**src/hdl/assert_macros.svh**
```systemverilog
// Assertion macros shared by the vehicle kinematic step RTL.
`ifndef ASSERT_MACROS_SVH
`define ASSERT_MACROS_SVH
`ifndef SYNTH
// Same-cycle implication, disabled while reset is active.
`define VKS_ASSERT_IMP(lbl, clk, rst_n, ante, cons, msg) \
  lbl: assert property (@(posedge clk) disable iff (!rst_n) (ante) |-> (cons)) else $error(msg);
// Next-cycle implication, disabled while reset is active.
`define VKS_ASSERT_NXT(lbl, clk, rst_n, ante, cons, msg) \
  lbl: assert property (@(posedge clk) disable iff (!rst_n) (ante) |=> (cons)) else $error(msg);
`else
`define VKS_ASSERT_IMP(lbl, clk, rst_n, ante, cons, msg)
`define VKS_ASSERT_NXT(lbl, clk, rst_n, ante, cons, msg)
`endif
`endif

```
**src/hdl/vks_pkg.sv**
```systemverilog
// Package: widths, CORDIC table, controller states and command types.
`timescale 1ns / 1ps
package vks_pkg;

  // Field widths
  localparam int ANGLE_BITS = 24;
  localparam int TRIG_BITS  = 16;
  localparam int POS_W      = 32;
  localparam int VEL_W      = 32;
  localparam int ACC_W      = 24;
  localparam int YAW_W      = 32;
  localparam int DT_W       = 16;

  localparam logic [DT_W-1:0] TICK_PERIOD_RST = 16'd6554;

  // Trig values carry TRIG_FRAC fraction bits
  localparam int TRIG_FRAC  = TRIG_BITS - 2;

  // CORDIC: 30 rotations at scale 2^30
  localparam int CORD_STEPS = 30;
  localparam int CORD_IW    = $clog2(CORD_STEPS);
  localparam int CORD_RSH   = 30 - TRIG_FRAC;
  localparam int CORD_W     = 34;
  localparam int CORD_ZW    = 33;
  localparam logic signed [CORD_W-1:0] CORD_GAIN = 34'sd652032874;

  // Shared multiplier
  localparam int MUL_A_W = 32;
  localparam int MUL_B_W = (TRIG_BITS > DT_W + 1) ? TRIG_BITS : DT_W + 1;
  localparam int MUL_P_W = MUL_A_W + MUL_B_W;

  // Saturation input width
  localparam int SAT_W = POS_W + 4;

  typedef logic [CORD_IW-1:0] cord_idx_t;

  typedef enum logic [2:0] {
    MUL_NONE,
    MUL_DV,
    MUL_DH,
    MUL_STEP,
    MUL_DX,
    MUL_DY
  } mul_sel_t;

  typedef enum logic [3:0] {
    ST_IDLE,
    ST_DV,
    ST_DH,
    ST_HEAD,
    ST_CINIT,
    ST_CORD,
    ST_CFIN,
    ST_MX,
    ST_MY,
    ST_PY,
    ST_DONE
  } vks_state_t;

  // Controller -> datapath commands
  typedef struct packed {
    logic      load_ctrl;
    mul_sel_t  mul_sel;
    logic      upd_vel;
    logic      upd_head;
    logic      load_step;
    logic      cord_init;
    logic      cord_step;
    cord_idx_t cord_idx;
    logic      trig_load;
    logic      upd_px;
    logic      upd_py;
    logic      out_load;
  } vks_cmd_t;

  // Datapath -> controller status
  typedef struct packed {
    logic out_busy;
  } vks_sts_t;

  // arctan(2^-i) at scale 2^30 per quarter turn
  function automatic logic signed [CORD_ZW-1:0] cord_atan(input cord_idx_t i);
    logic signed [CORD_ZW-1:0] a;
    case (i)
      5'd0:    a = CORD_ZW'(536870912);
      5'd1:    a = CORD_ZW'(316933406);
      5'd2:    a = CORD_ZW'(167458907);
      5'd3:    a = CORD_ZW'(85004756);
      5'd4:    a = CORD_ZW'(42667331);
      5'd5:    a = CORD_ZW'(21354465);
      5'd6:    a = CORD_ZW'(10680862);
      5'd7:    a = CORD_ZW'(5340245);
      5'd8:    a = CORD_ZW'(2670163);
      5'd9:    a = CORD_ZW'(1335087);
      5'd10:   a = CORD_ZW'(667544);
      5'd11:   a = CORD_ZW'(333772);
      5'd12:   a = CORD_ZW'(166886);
      5'd13:   a = CORD_ZW'(83443);
      5'd14:   a = CORD_ZW'(41722);
      5'd15:   a = CORD_ZW'(20861);
      5'd16:   a = CORD_ZW'(10430);
      5'd17:   a = CORD_ZW'(5215);
      5'd18:   a = CORD_ZW'(2608);
      5'd19:   a = CORD_ZW'(1304);
      5'd20:   a = CORD_ZW'(652);
      5'd21:   a = CORD_ZW'(326);
      5'd22:   a = CORD_ZW'(163);
      5'd23:   a = CORD_ZW'(81);
      5'd24:   a = CORD_ZW'(41);
      5'd25:   a = CORD_ZW'(20);
      5'd26:   a = CORD_ZW'(10);
      5'd27:   a = CORD_ZW'(5);
      5'd28:   a = CORD_ZW'(3);
      5'd29:   a = CORD_ZW'(1);
      default: a = '0;
    endcase
    return a;
  endfunction

  // Clamp a wide signed sum to a signed POS_W word
  function automatic logic signed [POS_W-1:0] sat_word(input logic signed [SAT_W-1:0] v);
    logic all_one;
    logic any_one;
    logic signed [POS_W-1:0] r;
    all_one = &v[SAT_W-1:POS_W-1];
    any_one = |v[SAT_W-1:POS_W-1];
    if (all_one || !any_one) begin
      r = v[POS_W-1:0];
    end else if (v[SAT_W-1]) begin
      r = {1'b1, {(POS_W-1){1'b0}}};
    end else begin
      r = {1'b0, {(POS_W-1){1'b1}}};
    end
    return r;
  endfunction

endpackage

```
**src/hdl/vks_in_if.sv**
```systemverilog
// Input channel: control and tick items.
`timescale 1ns / 1ps
interface vks_in_if;
  import vks_pkg::*;

  logic                    valid;
  logic                    ready;
  logic                    kind;
  logic signed [ACC_W-1:0] accel;
  logic signed [YAW_W-1:0] yaw_rate;

  modport source(output valid, kind, accel, yaw_rate, input ready);
  modport sink(input valid, kind, accel, yaw_rate, output ready);
endinterface

```
**src/hdl/vks_out_if.sv**
```systemverilog
// Result channel: pose and speed after each tick.
`timescale 1ns / 1ps
interface vks_out_if;
  import vks_pkg::*;

  logic                    valid;
  logic                    ready;
  logic signed [POS_W-1:0] pos_x;
  logic signed [POS_W-1:0] pos_y;
  logic [ANGLE_BITS-1:0]   heading_out;
  logic signed [VEL_W-1:0] speed;

  modport source(output valid, pos_x, pos_y, heading_out, speed, input ready);
  modport sink(input valid, pos_x, pos_y, heading_out, speed, output ready);
endinterface

```
**src/hdl/vks_dp.sv**
```systemverilog
// Datapath: state registers, shared multiplier, CORDIC and output register.
`timescale 1ns / 1ps
module vks_dp (
  input  logic                            clk,
  input  logic                            rst_n,
  input  logic                            cfg_we,
  input  logic [vks_pkg::DT_W-1:0]        cfg_wdata,
  input  logic signed [vks_pkg::ACC_W-1:0] in_accel,
  input  logic signed [vks_pkg::YAW_W-1:0] in_yaw_rate,
  input  vks_pkg::vks_cmd_t               cmd,
  output vks_pkg::vks_sts_t               sts,
  vks_out_if.source                       out_ch
);
  import vks_pkg::*;

  localparam int RS_W = MUL_P_W + 1;
  localparam logic [1:0] QUAD_0 = 2'd0;
  localparam logic [1:0] QUAD_1 = 2'd1;
  localparam logic [1:0] QUAD_2 = 2'd2;
  localparam logic [1:0] QUAD_3 = 2'd3;

  // Configuration and kinematic state
  logic [DT_W-1:0]         tick_period_r;
  logic signed [ACC_W-1:0] accel_r;
  logic signed [YAW_W-1:0] yaw_r;
  logic signed [VEL_W-1:0] vel_r;
  logic [ANGLE_BITS-1:0]   head_r;
  logic signed [POS_W-1:0] px_r;
  logic signed [POS_W-1:0] py_r;

  // Working registers
  logic signed [MUL_P_W-1:0]   prod_r;
  logic signed [POS_W-1:0]     step_r;
  logic signed [CORD_W-1:0]    cx_r;
  logic signed [CORD_W-1:0]    cy_r;
  logic signed [CORD_ZW-1:0]   cz_r;
  logic [1:0]                  quad_r;
  logic signed [TRIG_BITS-1:0] cos_r;
  logic signed [TRIG_BITS-1:0] sin_r;

  // Output register
  logic                    out_valid_r;
  logic signed [POS_W-1:0] out_px_r;
  logic signed [POS_W-1:0] out_py_r;
  logic [ANGLE_BITS-1:0]   out_head_r;
  logic signed [VEL_W-1:0] out_vel_r;

  // Multiplier operand select
  logic signed [MUL_A_W-1:0] mul_a;
  logic signed [MUL_B_W-1:0] mul_b;
  logic signed [MUL_B_W-1:0] dt_b;

  assign dt_b = MUL_B_W'(signed'({1'b0, tick_period_r}));

  always_comb begin
    case (cmd.mul_sel)
      MUL_DV: begin
        mul_a = MUL_A_W'(accel_r);
        mul_b = dt_b;
      end
      MUL_DH: begin
        mul_a = MUL_A_W'(yaw_r);
        mul_b = dt_b;
      end
      MUL_STEP: begin
        mul_a = MUL_A_W'(vel_r);
        mul_b = dt_b;
      end
      MUL_DX: begin
        mul_a = MUL_A_W'(step_r);
        mul_b = MUL_B_W'(cos_r);
      end
      MUL_DY: begin
        mul_a = MUL_A_W'(step_r);
        mul_b = MUL_B_W'(sin_r);
      end
      default: begin
        mul_a = '0;
        mul_b = '0;
      end
    endcase
  end

  // Round-to-nearest shifts of the product
  logic signed [RS_W-1:0] prod_ext;
  logic signed [RS_W-1:0] rnd_dt;
  logic signed [RS_W-1:0] rnd_trig;

  assign prod_ext = RS_W'(prod_r);
  assign rnd_dt   = (prod_ext + RS_W'(1 << (DT_W - 1))) >>> DT_W;
  assign rnd_trig = (prod_ext + RS_W'(1 << (TRIG_FRAC - 1))) >>> TRIG_FRAC;

  // Saturating sums
  logic signed [SAT_W-1:0] vel_sum;
  logic signed [SAT_W-1:0] px_sum;
  logic signed [SAT_W-1:0] py_sum;

  assign vel_sum = SAT_W'(vel_r) + SAT_W'(rnd_dt);
  assign px_sum  = SAT_W'(px_r) + SAT_W'(rnd_trig);
  assign py_sum  = SAT_W'(py_r) + SAT_W'(rnd_trig);

  // CORDIC rotation step
  logic [31:0]               ang32;
  logic signed [CORD_W-1:0]  cx_sh;
  logic signed [CORD_W-1:0]  cy_sh;
  logic signed [CORD_ZW-1:0] atan_i;

  assign ang32  = 32'(head_r) << (32 - ANGLE_BITS);
  assign cx_sh  = cx_r >>> cmd.cord_idx;
  assign cy_sh  = cy_r >>> cmd.cord_idx;
  assign atan_i = cord_atan(cmd.cord_idx);

  // Rounded CORDIC outputs and quadrant fold
  logic signed [CORD_W-1:0]    cx_rnd;
  logic signed [CORD_W-1:0]    cy_rnd;
  logic signed [TRIG_BITS-1:0] c_q;
  logic signed [TRIG_BITS-1:0] s_q;
  logic signed [TRIG_BITS-1:0] cos_nxt;
  logic signed [TRIG_BITS-1:0] sin_nxt;

  assign cx_rnd = (cx_r + CORD_W'(1 << (CORD_RSH - 1))) >>> CORD_RSH;
  assign cy_rnd = (cy_r + CORD_W'(1 << (CORD_RSH - 1))) >>> CORD_RSH;
  assign c_q    = cx_rnd[TRIG_BITS-1:0];
  assign s_q    = cy_rnd[TRIG_BITS-1:0];

  always_comb begin
    case (quad_r)
      QUAD_0: begin
        cos_nxt = c_q;
        sin_nxt = s_q;
      end
      QUAD_1: begin
        cos_nxt = -s_q;
        sin_nxt = c_q;
      end
      QUAD_2: begin
        cos_nxt = -c_q;
        sin_nxt = -s_q;
      end
      QUAD_3: begin
        cos_nxt = s_q;
        sin_nxt = -c_q;
      end
      default: begin
        cos_nxt = c_q;
        sin_nxt = s_q;
      end
    endcase
  end

  // Architectural state, set by reset
  always_ff @(posedge clk) begin
    if (!rst_n) begin
      tick_period_r <= TICK_PERIOD_RST;
      accel_r       <= '0;
      yaw_r         <= '0;
      vel_r         <= '0;
      head_r        <= '0;
      px_r          <= '0;
      py_r          <= '0;
      out_valid_r   <= 1'b0;
    end else begin
      if (cfg_we) begin
        tick_period_r <= cfg_wdata;
      end
      if (cmd.load_ctrl) begin
        accel_r <= in_accel;
        yaw_r   <= in_yaw_rate;
      end
      if (cmd.upd_vel) begin
        vel_r <= sat_word(vel_sum);
      end
      if (cmd.upd_head) begin
        head_r <= head_r + rnd_dt[ANGLE_BITS-1:0];
      end
      if (cmd.upd_px) begin
        px_r <= sat_word(px_sum);
      end
      if (cmd.upd_py) begin
        py_r <= sat_word(py_sum);
      end
      if (cmd.out_load) begin
        out_valid_r <= 1'b1;
      end else if (out_ch.ready) begin
        out_valid_r <= 1'b0;
      end
    end
  end

  // Working registers, no reset
  always_ff @(posedge clk) begin
    if (cmd.mul_sel != MUL_NONE) begin
      prod_r <= mul_a * mul_b;
    end
    if (cmd.load_step) begin
      step_r <= rnd_dt[POS_W-1:0];
    end
    if (cmd.cord_init) begin
      quad_r <= ang32[31:30];
      cx_r   <= CORD_GAIN;
      cy_r   <= '0;
      cz_r   <= CORD_ZW'(ang32[29:0]);
    end else if (cmd.cord_step) begin
      if (!cz_r[CORD_ZW-1]) begin
        cx_r <= cx_r - cy_sh;
        cy_r <= cy_r + cx_sh;
        cz_r <= cz_r - atan_i;
      end else begin
        cx_r <= cx_r + cy_sh;
        cy_r <= cy_r - cx_sh;
        cz_r <= cz_r + atan_i;
      end
    end
    if (cmd.trig_load) begin
      cos_r <= cos_nxt;
      sin_r <= sin_nxt;
    end
    if (cmd.out_load) begin
      out_px_r   <= px_r;
      out_py_r   <= py_r;
      out_head_r <= head_r;
      out_vel_r  <= vel_r;
    end
  end

  assign sts.out_busy       = out_valid_r && !out_ch.ready;
  assign out_ch.valid       = out_valid_r;
  assign out_ch.pos_x       = out_px_r;
  assign out_ch.pos_y       = out_py_r;
  assign out_ch.heading_out = out_head_r;
  assign out_ch.speed       = out_vel_r;

endmodule

```
**src/hdl/vks_ctrl.sv**
```systemverilog
// Controller: sequences one tick through multiplier and CORDIC steps.
`timescale 1ns / 1ps
`include "assert_macros.svh"
module vks_ctrl (
  input  logic              clk,
  input  logic              rst_n,
  input  logic              in_valid,
  input  logic              in_kind,
  output logic              in_ready,
  input  vks_pkg::vks_sts_t sts,
  output vks_pkg::vks_cmd_t cmd
);
  import vks_pkg::*;

  vks_state_t state_r;
  vks_state_t state_nxt;
  cord_idx_t  iter_r;
  cord_idx_t  iter_nxt;

  // State and iteration counter
  always_ff @(posedge clk) begin
    if (!rst_n) begin
      state_r <= ST_IDLE;
      iter_r  <= '0;
    end else begin
      state_r <= state_nxt;
      iter_r  <= iter_nxt;
    end
  end

  // Next state and commands
  always_comb begin
    state_nxt    = state_r;
    iter_nxt     = iter_r;
    in_ready     = 1'b0;
    cmd          = '0;
    cmd.mul_sel  = MUL_NONE;
    cmd.cord_idx = iter_r;
    case (state_r)
      ST_IDLE: begin
        in_ready = 1'b1;
        if (in_valid) begin
          if (in_kind) begin
            state_nxt = ST_DV;
          end else begin
            cmd.load_ctrl = 1'b1;
          end
        end
      end
      ST_DV: begin
        cmd.mul_sel = MUL_DV;
        state_nxt   = ST_DH;
      end
      ST_DH: begin
        cmd.mul_sel = MUL_DH;
        cmd.upd_vel = 1'b1;
        state_nxt   = ST_HEAD;
      end
      ST_HEAD: begin
        // velocity is already updated here
        cmd.mul_sel  = MUL_STEP;
        cmd.upd_head = 1'b1;
        state_nxt    = ST_CINIT;
      end
      ST_CINIT: begin
        cmd.load_step = 1'b1;
        cmd.cord_init = 1'b1;
        iter_nxt      = '0;
        state_nxt     = ST_CORD;
      end
      ST_CORD: begin
        cmd.cord_step = 1'b1;
        iter_nxt      = iter_r + 1'b1;
        if (iter_r == CORD_IW'(CORD_STEPS - 1)) begin
          state_nxt = ST_CFIN;
        end
      end
      ST_CFIN: begin
        cmd.trig_load = 1'b1;
        state_nxt     = ST_MX;
      end
      ST_MX: begin
        cmd.mul_sel = MUL_DX;
        state_nxt   = ST_MY;
      end
      ST_MY: begin
        cmd.mul_sel = MUL_DY;
        cmd.upd_px  = 1'b1;
        state_nxt   = ST_PY;
      end
      ST_PY: begin
        cmd.upd_py = 1'b1;
        state_nxt  = ST_DONE;
      end
      ST_DONE: begin
        // wait for a free output register
        if (!sts.out_busy) begin
          cmd.out_load = 1'b1;
          state_nxt    = ST_IDLE;
        end
      end
      default: begin
        state_nxt = ST_IDLE;
      end
    endcase
  end

  `VKS_ASSERT_NXT(a_tick_starts, clk, rst_n, in_valid && in_ready && in_kind, state_r == ST_DV, "tick item did not start a step")
  `VKS_ASSERT_NXT(a_ctrl_stays, clk, rst_n, in_valid && in_ready && !in_kind, state_r == ST_IDLE, "control item left idle")
  `VKS_ASSERT_IMP(a_cord_count, clk, rst_n, state_r == ST_CORD && state_nxt != ST_CORD, iter_r == CORD_IW'(CORD_STEPS - 1), "CORDIC left early")
  `VKS_ASSERT_NXT(a_out_done, clk, rst_n, cmd.out_load, state_r == ST_IDLE && !cmd.upd_px, "result load not followed by idle")

endmodule

```
**src/hdl/vehicle_kinematic_step.sv**
```systemverilog
// Top level: dead-reckoning step unit for a planar vehicle.
//
// Channels: in_ch carries items; kind 0 stores accel and yaw_rate and
// gives no result, kind 1 runs one Euler step of length tick_period and
// gives one result on out_ch (pos_x, pos_y, heading_out, speed).
// cfg_we/cfg_wdata write tick_period (unsigned Q0.16 seconds).
// A tick runs the 30-iteration CORDIC plus five passes through the
// single shared 32x17 multiplier before out_ch.valid rises; a control
// item is stored straight from idle. in_ready is high only while idle,
// so no new item is taken until the current tick is through.
// The result sits in an output register; the next item is accepted while
// it waits. If the receiver stalls, a following tick holds in its last
// step until the register frees.
// Reset (rst_n, synchronous) clears position, heading, velocity and the
// stored commands, sets tick_period to 0.1 s and drops out_ch.valid.
`timescale 1ns / 1ps
module vehicle_kinematic_step (
  input  logic                     clk,
  input  logic                     rst_n,
  input  logic                     cfg_we,
  input  logic [vks_pkg::DT_W-1:0] cfg_wdata,
  vks_in_if.sink                   in_ch,
  vks_out_if.source                out_ch
);
  import vks_pkg::*;

  vks_cmd_t cmd;
  vks_sts_t sts;

  vks_ctrl u_ctrl (
    .clk      (clk),
    .rst_n    (rst_n),
    .in_valid (in_ch.valid),
    .in_kind  (in_ch.kind),
    .in_ready (in_ch.ready),
    .sts      (sts),
    .cmd      (cmd)
  );

  vks_dp u_dp (
    .clk         (clk),
    .rst_n       (rst_n),
    .cfg_we      (cfg_we),
    .cfg_wdata   (cfg_wdata),
    .in_accel    (in_ch.accel),
    .in_yaw_rate (in_ch.yaw_rate),
    .cmd         (cmd),
    .sts         (sts),
    .out_ch      (out_ch)
  );

endmodule
```
**src/flat_wrapper.sv**
```systemverilog
// flat-port wrapper written by rule: the top's interface ports become plain ports
module vehicle_kinematic_step_flat import vks_pkg::*;
  (clk, rst_n, cfg_we, cfg_wdata, in_ch_valid, in_ch_kind, in_ch_accel, in_ch_yaw_rate, in_ch_ready, out_ch_valid, out_ch_pos_x, out_ch_pos_y, out_ch_heading_out, out_ch_speed, out_ch_ready);
  vks_in_if in_ch_i ();
  vks_out_if out_ch_i ();
  input  logic clk;
  input  logic rst_n;
  input  logic cfg_we;
  input  logic [vks_pkg::DT_W-1:0] cfg_wdata;
  input wire logic [$bits(in_ch_i.valid)-1:0] in_ch_valid;
  input wire logic [$bits(in_ch_i.kind)-1:0] in_ch_kind;
  input wire logic [$bits(in_ch_i.accel)-1:0] in_ch_accel;
  input wire logic [$bits(in_ch_i.yaw_rate)-1:0] in_ch_yaw_rate;
  output wire logic [$bits(in_ch_i.ready)-1:0] in_ch_ready;
  output wire logic [$bits(out_ch_i.valid)-1:0] out_ch_valid;
  output wire logic [$bits(out_ch_i.pos_x)-1:0] out_ch_pos_x;
  output wire logic [$bits(out_ch_i.pos_y)-1:0] out_ch_pos_y;
  output wire logic [$bits(out_ch_i.heading_out)-1:0] out_ch_heading_out;
  output wire logic [$bits(out_ch_i.speed)-1:0] out_ch_speed;
  input wire logic [$bits(out_ch_i.ready)-1:0] out_ch_ready;
  assign in_ch_i.valid = in_ch_valid;
  assign in_ch_i.kind = in_ch_kind;
  assign in_ch_i.accel = in_ch_accel;
  assign in_ch_i.yaw_rate = in_ch_yaw_rate;
  assign in_ch_ready = in_ch_i.ready;
  assign out_ch_valid = out_ch_i.valid;
  assign out_ch_pos_x = out_ch_i.pos_x;
  assign out_ch_pos_y = out_ch_i.pos_y;
  assign out_ch_heading_out = out_ch_i.heading_out;
  assign out_ch_speed = out_ch_i.speed;
  assign out_ch_i.ready = out_ch_ready;
  vehicle_kinematic_step u_core (.clk(clk), .rst_n(rst_n), .cfg_we(cfg_we), .cfg_wdata(cfg_wdata), .in_ch(in_ch_i), .out_ch(out_ch_i));
endmodule
```
**config.mk**
```make
export PLATFORM = sky130hd
export DESIGN_NAME = vehicle_kinematic_step_flat
export DESIGN_NICKNAME = d
export VERILOG_FILES = /design/src/hdl/vks_pkg.sv /design/src/hdl/vks_in_if.sv /design/src/hdl/vks_out_if.sv /design/src/hdl/vks_dp.sv /design/src/hdl/vks_ctrl.sv /design/src/hdl/vehicle_kinematic_step.sv /design/src/flat_wrapper.sv
export VERILOG_INCLUDE_DIRS = /design/src /design/src/hdl
export SDC_FILE = /design/constraint.sdc
export NUM_CORES = 2
export LEC_CHECK = 0
export BUFFER_PORTS_ARGS = -buffer_cell sky130_fd_sc_hd__buf_4
export CAP_MARGIN = 10
export CORE_ASPECT_RATIO = 0.75
export CORE_MARGIN = 4
export CORE_UTILIZATION = 51
export DETAILED_ROUTE_END_ITERATION = 7
export PLACE_DENSITY = 0.68
export RECOVER_POWER = 25
export SLEW_MARGIN = 15
export SYNTH_ARGS = -nofsm -noshare
export SYNTH_HDL_FRONTEND = slang
export SYNTH_SLANG_ARGS = --single-unit
```
**constraint.sdc**
```tcl
create_clock -name clk -period 10.1 [get_ports clk]
set_clock_uncertainty 0.2 [all_clocks]
set_input_delay 1.515 -clock clk [delete_from_list [all_inputs] [get_ports clk]]
set_output_delay 1.515 -clock clk [all_outputs]
set_load 0.03 [all_outputs]
```
==> metrics.md <==
| Metric | Value |
|---|---|
| R2R setup slack | 630 ps |
| Vias | 51,900 |
| RR Startpoint | u_core.u_ctrl.state_r[2]$_SDFFE_PN0P_ |
| Placed Area | 61,700 sq um |
| Setup TNS | 0 ps |
| WS Path Type | reg2reg |
| Layout cell share with drive strength beyond 1 | 8.66% |
| LEAKAGE | 28.1 nW |
| Adder-cell share of the synthesized area | 25.4% |
| Worst reg-to-reg path cell count | 26 |
| Dpl hpwl | 165,000 um |
| Startpoint class of the critical path | flop |
| Mapped Cells | 6,825 |
| DRT iter0 DRCs | 6,778 |
| Biggest area consumer among synthesized cells | fa_1 |
| Global route overflow | 0 |
| CP Data Required Time | 10,320 ps |
| Synth unique cells | 109 |
| Hold Slack | 262 ps |
| Die extent in y | 302 um |
| Post-layout util | 55.8% |
| Post_cts resized | 0 |
| Setup repair after global routing missed its margin | no |
| Internal cell power | 6.85 mW |
| Avg WL per Cell | 25.0 um |
| Mean post-synth cell area | 8.64 sq um |
| Final Cell Area | 63,700 sq um |
| Area share of the largest cell type after synthesis | 17.9% |
| CP arrival | 9700 ps |
| Warnings from Yosys | 0 |
| Largest net degree at the start of global routing | 85 |
| F_max | 0.106 GHz |
| Failing checks | max-capacitance violations, max-slew violations |
| Rel. slew slack | -176% |
| Antenna violations before repair | 2 |
| Nets | 7,776 |
| Most frequent cells in the layout | 882 x nand2_1, 666 x nor2_1, 656 x inv_1, 528 x fa_1, 517 x a21oi_1 |
| Post-CTS Setup Bufs | 0 |
| Drt via density | 6.18 |
| Post-DRT Antenna Nets | 0 |
| Switch Pwr | 6.39 mW |
| Main flop type after synthesis | dfxtp_1 |
| Worst setup EP type | flop |
| Seq pwr share | 26.1% |
| Port Buffer Count | 199 |
| # diodes | 0 |
| Rows | 107 |
| Syn_nets | 7,785 |
| Crit path from | u_core.u_ctrl.state_r[2]$_SDFFE_PN0P_ |
| Layout area overhead | 8.02% |
| Status | finished, violations left |
| Commonest non-fill, non-tap cell in the layout | nand2_1 |
| Max-cap check violation count | 5 |
| I/O pin total | 200 |
| Largest family of logic cells by synthesized area | adder cells |
| Pins over their slew limit | 219 |
| FF+latch count, synth | 555 |
| Net Sw Frac | 48.2% |
| Least-Margin Pin Slew | 4140 ps |
| Minimum clock period | 9470 ps |
| Post-synthesis xor/xnor area fraction | 6.70% |
| Combinational power share | 56.4% |
| Worst Hold Class | reg2reg |
| Compound-Gate Fraction of Synth Area | 15.9% |
| DRC viols | 0 |
| Worst R2R End | u_core.u_dp.prod_r[48]$_DFFE_PP_ |
| Post-synth EDFFs | 244 |
| FFs w/ async S/R, synth | 0% |
| H-tree Lvls | 2 |
| Clock insertion delay at the later pin of the skew report | 710 ps |
| Worst IR Drop VDD | 0.000236 V |
| Mux cell area share after synthesis | 5.06% |
| Post-Route WL | 210,000 um |
| Vias in the first global route | 48,800 |
| Fin crit share | 93.8% |
| CORE AREA | 114,000 sq um |
| Die area | 121,000 sq um |
| Mapped Area | 59,000 sq um |
| Synth top area cells | fa_1 18%, edfxtp_1 12%, dfxtp_1 11% |
| Gpl congestion | 1.04 |
| CP max FO | 22 |
| CTS buffer count | 60 |
| Worst Setup EP | u_core.u_dp.prod_r[48]$_DFFE_PP_ |
| Worst-path clk slew | 70 ps |
| First-pass DRT Iterations | 7 |
| PwrDens | 208 nW/um^2 |
| Starting Density | 51.6% |
| Global Route Usage Sum | 33.9% |
| Num Clock Sinks | 555 |
| Post-synthesis simple-gate area fraction | 17.1% |
| CTS Hold Bufs | 0 |
| CTS tree | built |
| Max Root-Sink Buffers | 3 |
| Final setup fails | 0 |
| HP Start | u_core.u_dp.yaw_r[15]$_SDFFE_PN0P_ |
| Clock root cell | clkbuf_16 |
| Hold Fails Final Rpt | 0 |
| Power share of the clock group | 17.5% |
| First-pass GRT wire length | 313,000 um |
| Die width | 401 um |
| Post-synthesis sequential area ratio | 23.0% |
power by group through the flow:
stage	logic [mW]	clock network (mW)	registers (mW)
3_5_place_dp	7.21	0	3.44
6_report	7.47	2.32	3.45
5_1_grt	8.12	2.45	3.47
2_1_floorplan	5.47	0	2.97
4_1_cts	7.27	2.34	3.40
3_3_place_gp	7.13	0	3.43
layout make-up:
type	count	area, sq um
fill	10500	50500
multi-input combinational	5240	41500
sequential	555	13600
inverter	660	2480
timing repair buffer	299	2220
tap	1526	1910
clock buffer	81	1720
clock inverter	32	320
cell families (layout without fill, tap and decap cells):
kind of cell / count (synthesis) / after routing
AO/OA/AOI/OAI: 1489 / 1489
XOR/XNOR: 451 / 451
adder cells (fa/ha/maj): 882 / 882
buffers and inverters: 1030 / 1072
flip-flops: 555 / 555
multiplexers: 199 / 199
AND/OR/NAND/NOR: 2219 / 2219
critical path, cell delays in order (launching register included):
cell and delay (ps):
dfxtp_1 680, nor2_1 170, nand3b_1 500, o21ai_4 370, nand2_1 200, and4_1 600, nor2_1 160, fa_1 530
inv_1 60, fa_1 470, fa_1 550, fa_1 550, inv_1 50, fa_1 490, fa_1 430, ha_1 330
nand2_1 50, o21ai_0 280, a221o_1 470, nand3_1 140, o21ai_1 290, a21oi_1 200, o21ba_2 290, a311oi_2 510
a221o_1 350, a21oi_1 110, xnor2_1 130
per-layer routing:
layer  GRT usage [%]  part of all wire, %
met1            50.7                   44
met2            46.0                   39
met3            12.6                   14
met4            8.19                  2.7
met5               0                    0
registers in the layout (all words and copies together), names as in the netlist, 24 cells and up:
| register | flops |
|---|---|
| u_core.u_dp.cz_r | 33 |
| u_core.u_dp.atan_i | 30 |
| u_core.u_dp.out_ch.speed | 32 |
| u_core.u_dp.prod_r | 36 |
| u_core.u_dp.vel_r | 32 |
| u_core.u_dp.out_ch.pos_y | 32 |
| u_core.u_dp.head_r | 24 |
| u_core.u_dp.out_ch.pos_x | 32 |
| u_core.u_dp.yaw_r | 32 |
| u_core.u_dp.cy_r | 34 |
| u_core.u_dp.px_r | 32 |
| u_core.u_dp.cx_r | 34 |
| u_core.u_dp.step_r | 32 |
| u_core.u_dp.accel_r | 24 |
| u_core.u_dp.out_ch.heading_out | 24 |
| u_core.u_dp.py_r | 32 |
metrics by stage:
step                power (mW)  setup WS [ps]  instances
floorplan                 8.44           2090       6825
global placement          10.6           1070       8280
detailed placement        10.7            915       8280
CTS                       13.0            855       8393
global route              14.0            302       8393
finish                    13.2            628       8393
worst min path at each step:
stage / cells after the start / to / slack [ps]
after floorplan: 0 / u_core.u_dp.out_ch.pos_y[12]$_DFFE_PP_ / 230
after global placement: 2 / u_core.u_dp.cz_r[7]$_SDFFE_PP0P_ / 240
after CTS: 2 / u_core.u_dp.yaw_r[15]$_SDFFE_PN0P_ / 260
after global routing: 2 / u_core.u_dp.yaw_r[15]$_SDFFE_PN0P_ / 270
after detailed placement: 2 / u_core.u_dp.yaw_r[15]$_SDFFE_PN0P_ / 250
final: 2 / u_core.u_dp.yaw_r[15]$_SDFFE_PN0P_ / 260
synth_stat cells (all sizes together) (30+ instances only):
library cell,count
nor2,669
xor2,207
and3,70
mux2i,83
edfxtp,244
o21bai,34
a311oi,30
buf,67
a211oi,53
mux2,43
nor2b,47
nand2,883
a21oi,520
nand3,132
a221oi,36
clkbuf,303
o21a,38
o22ai,35
o21ai,320
mux4,73
inv,658
fa,528
and2,44
nand4,72
nand2b,53
and4,47
nor3,76
xnor2,244
a31oi,64
ha,354
a21o,127
dfxtp,311
Power figures use the tool's default switching activity.
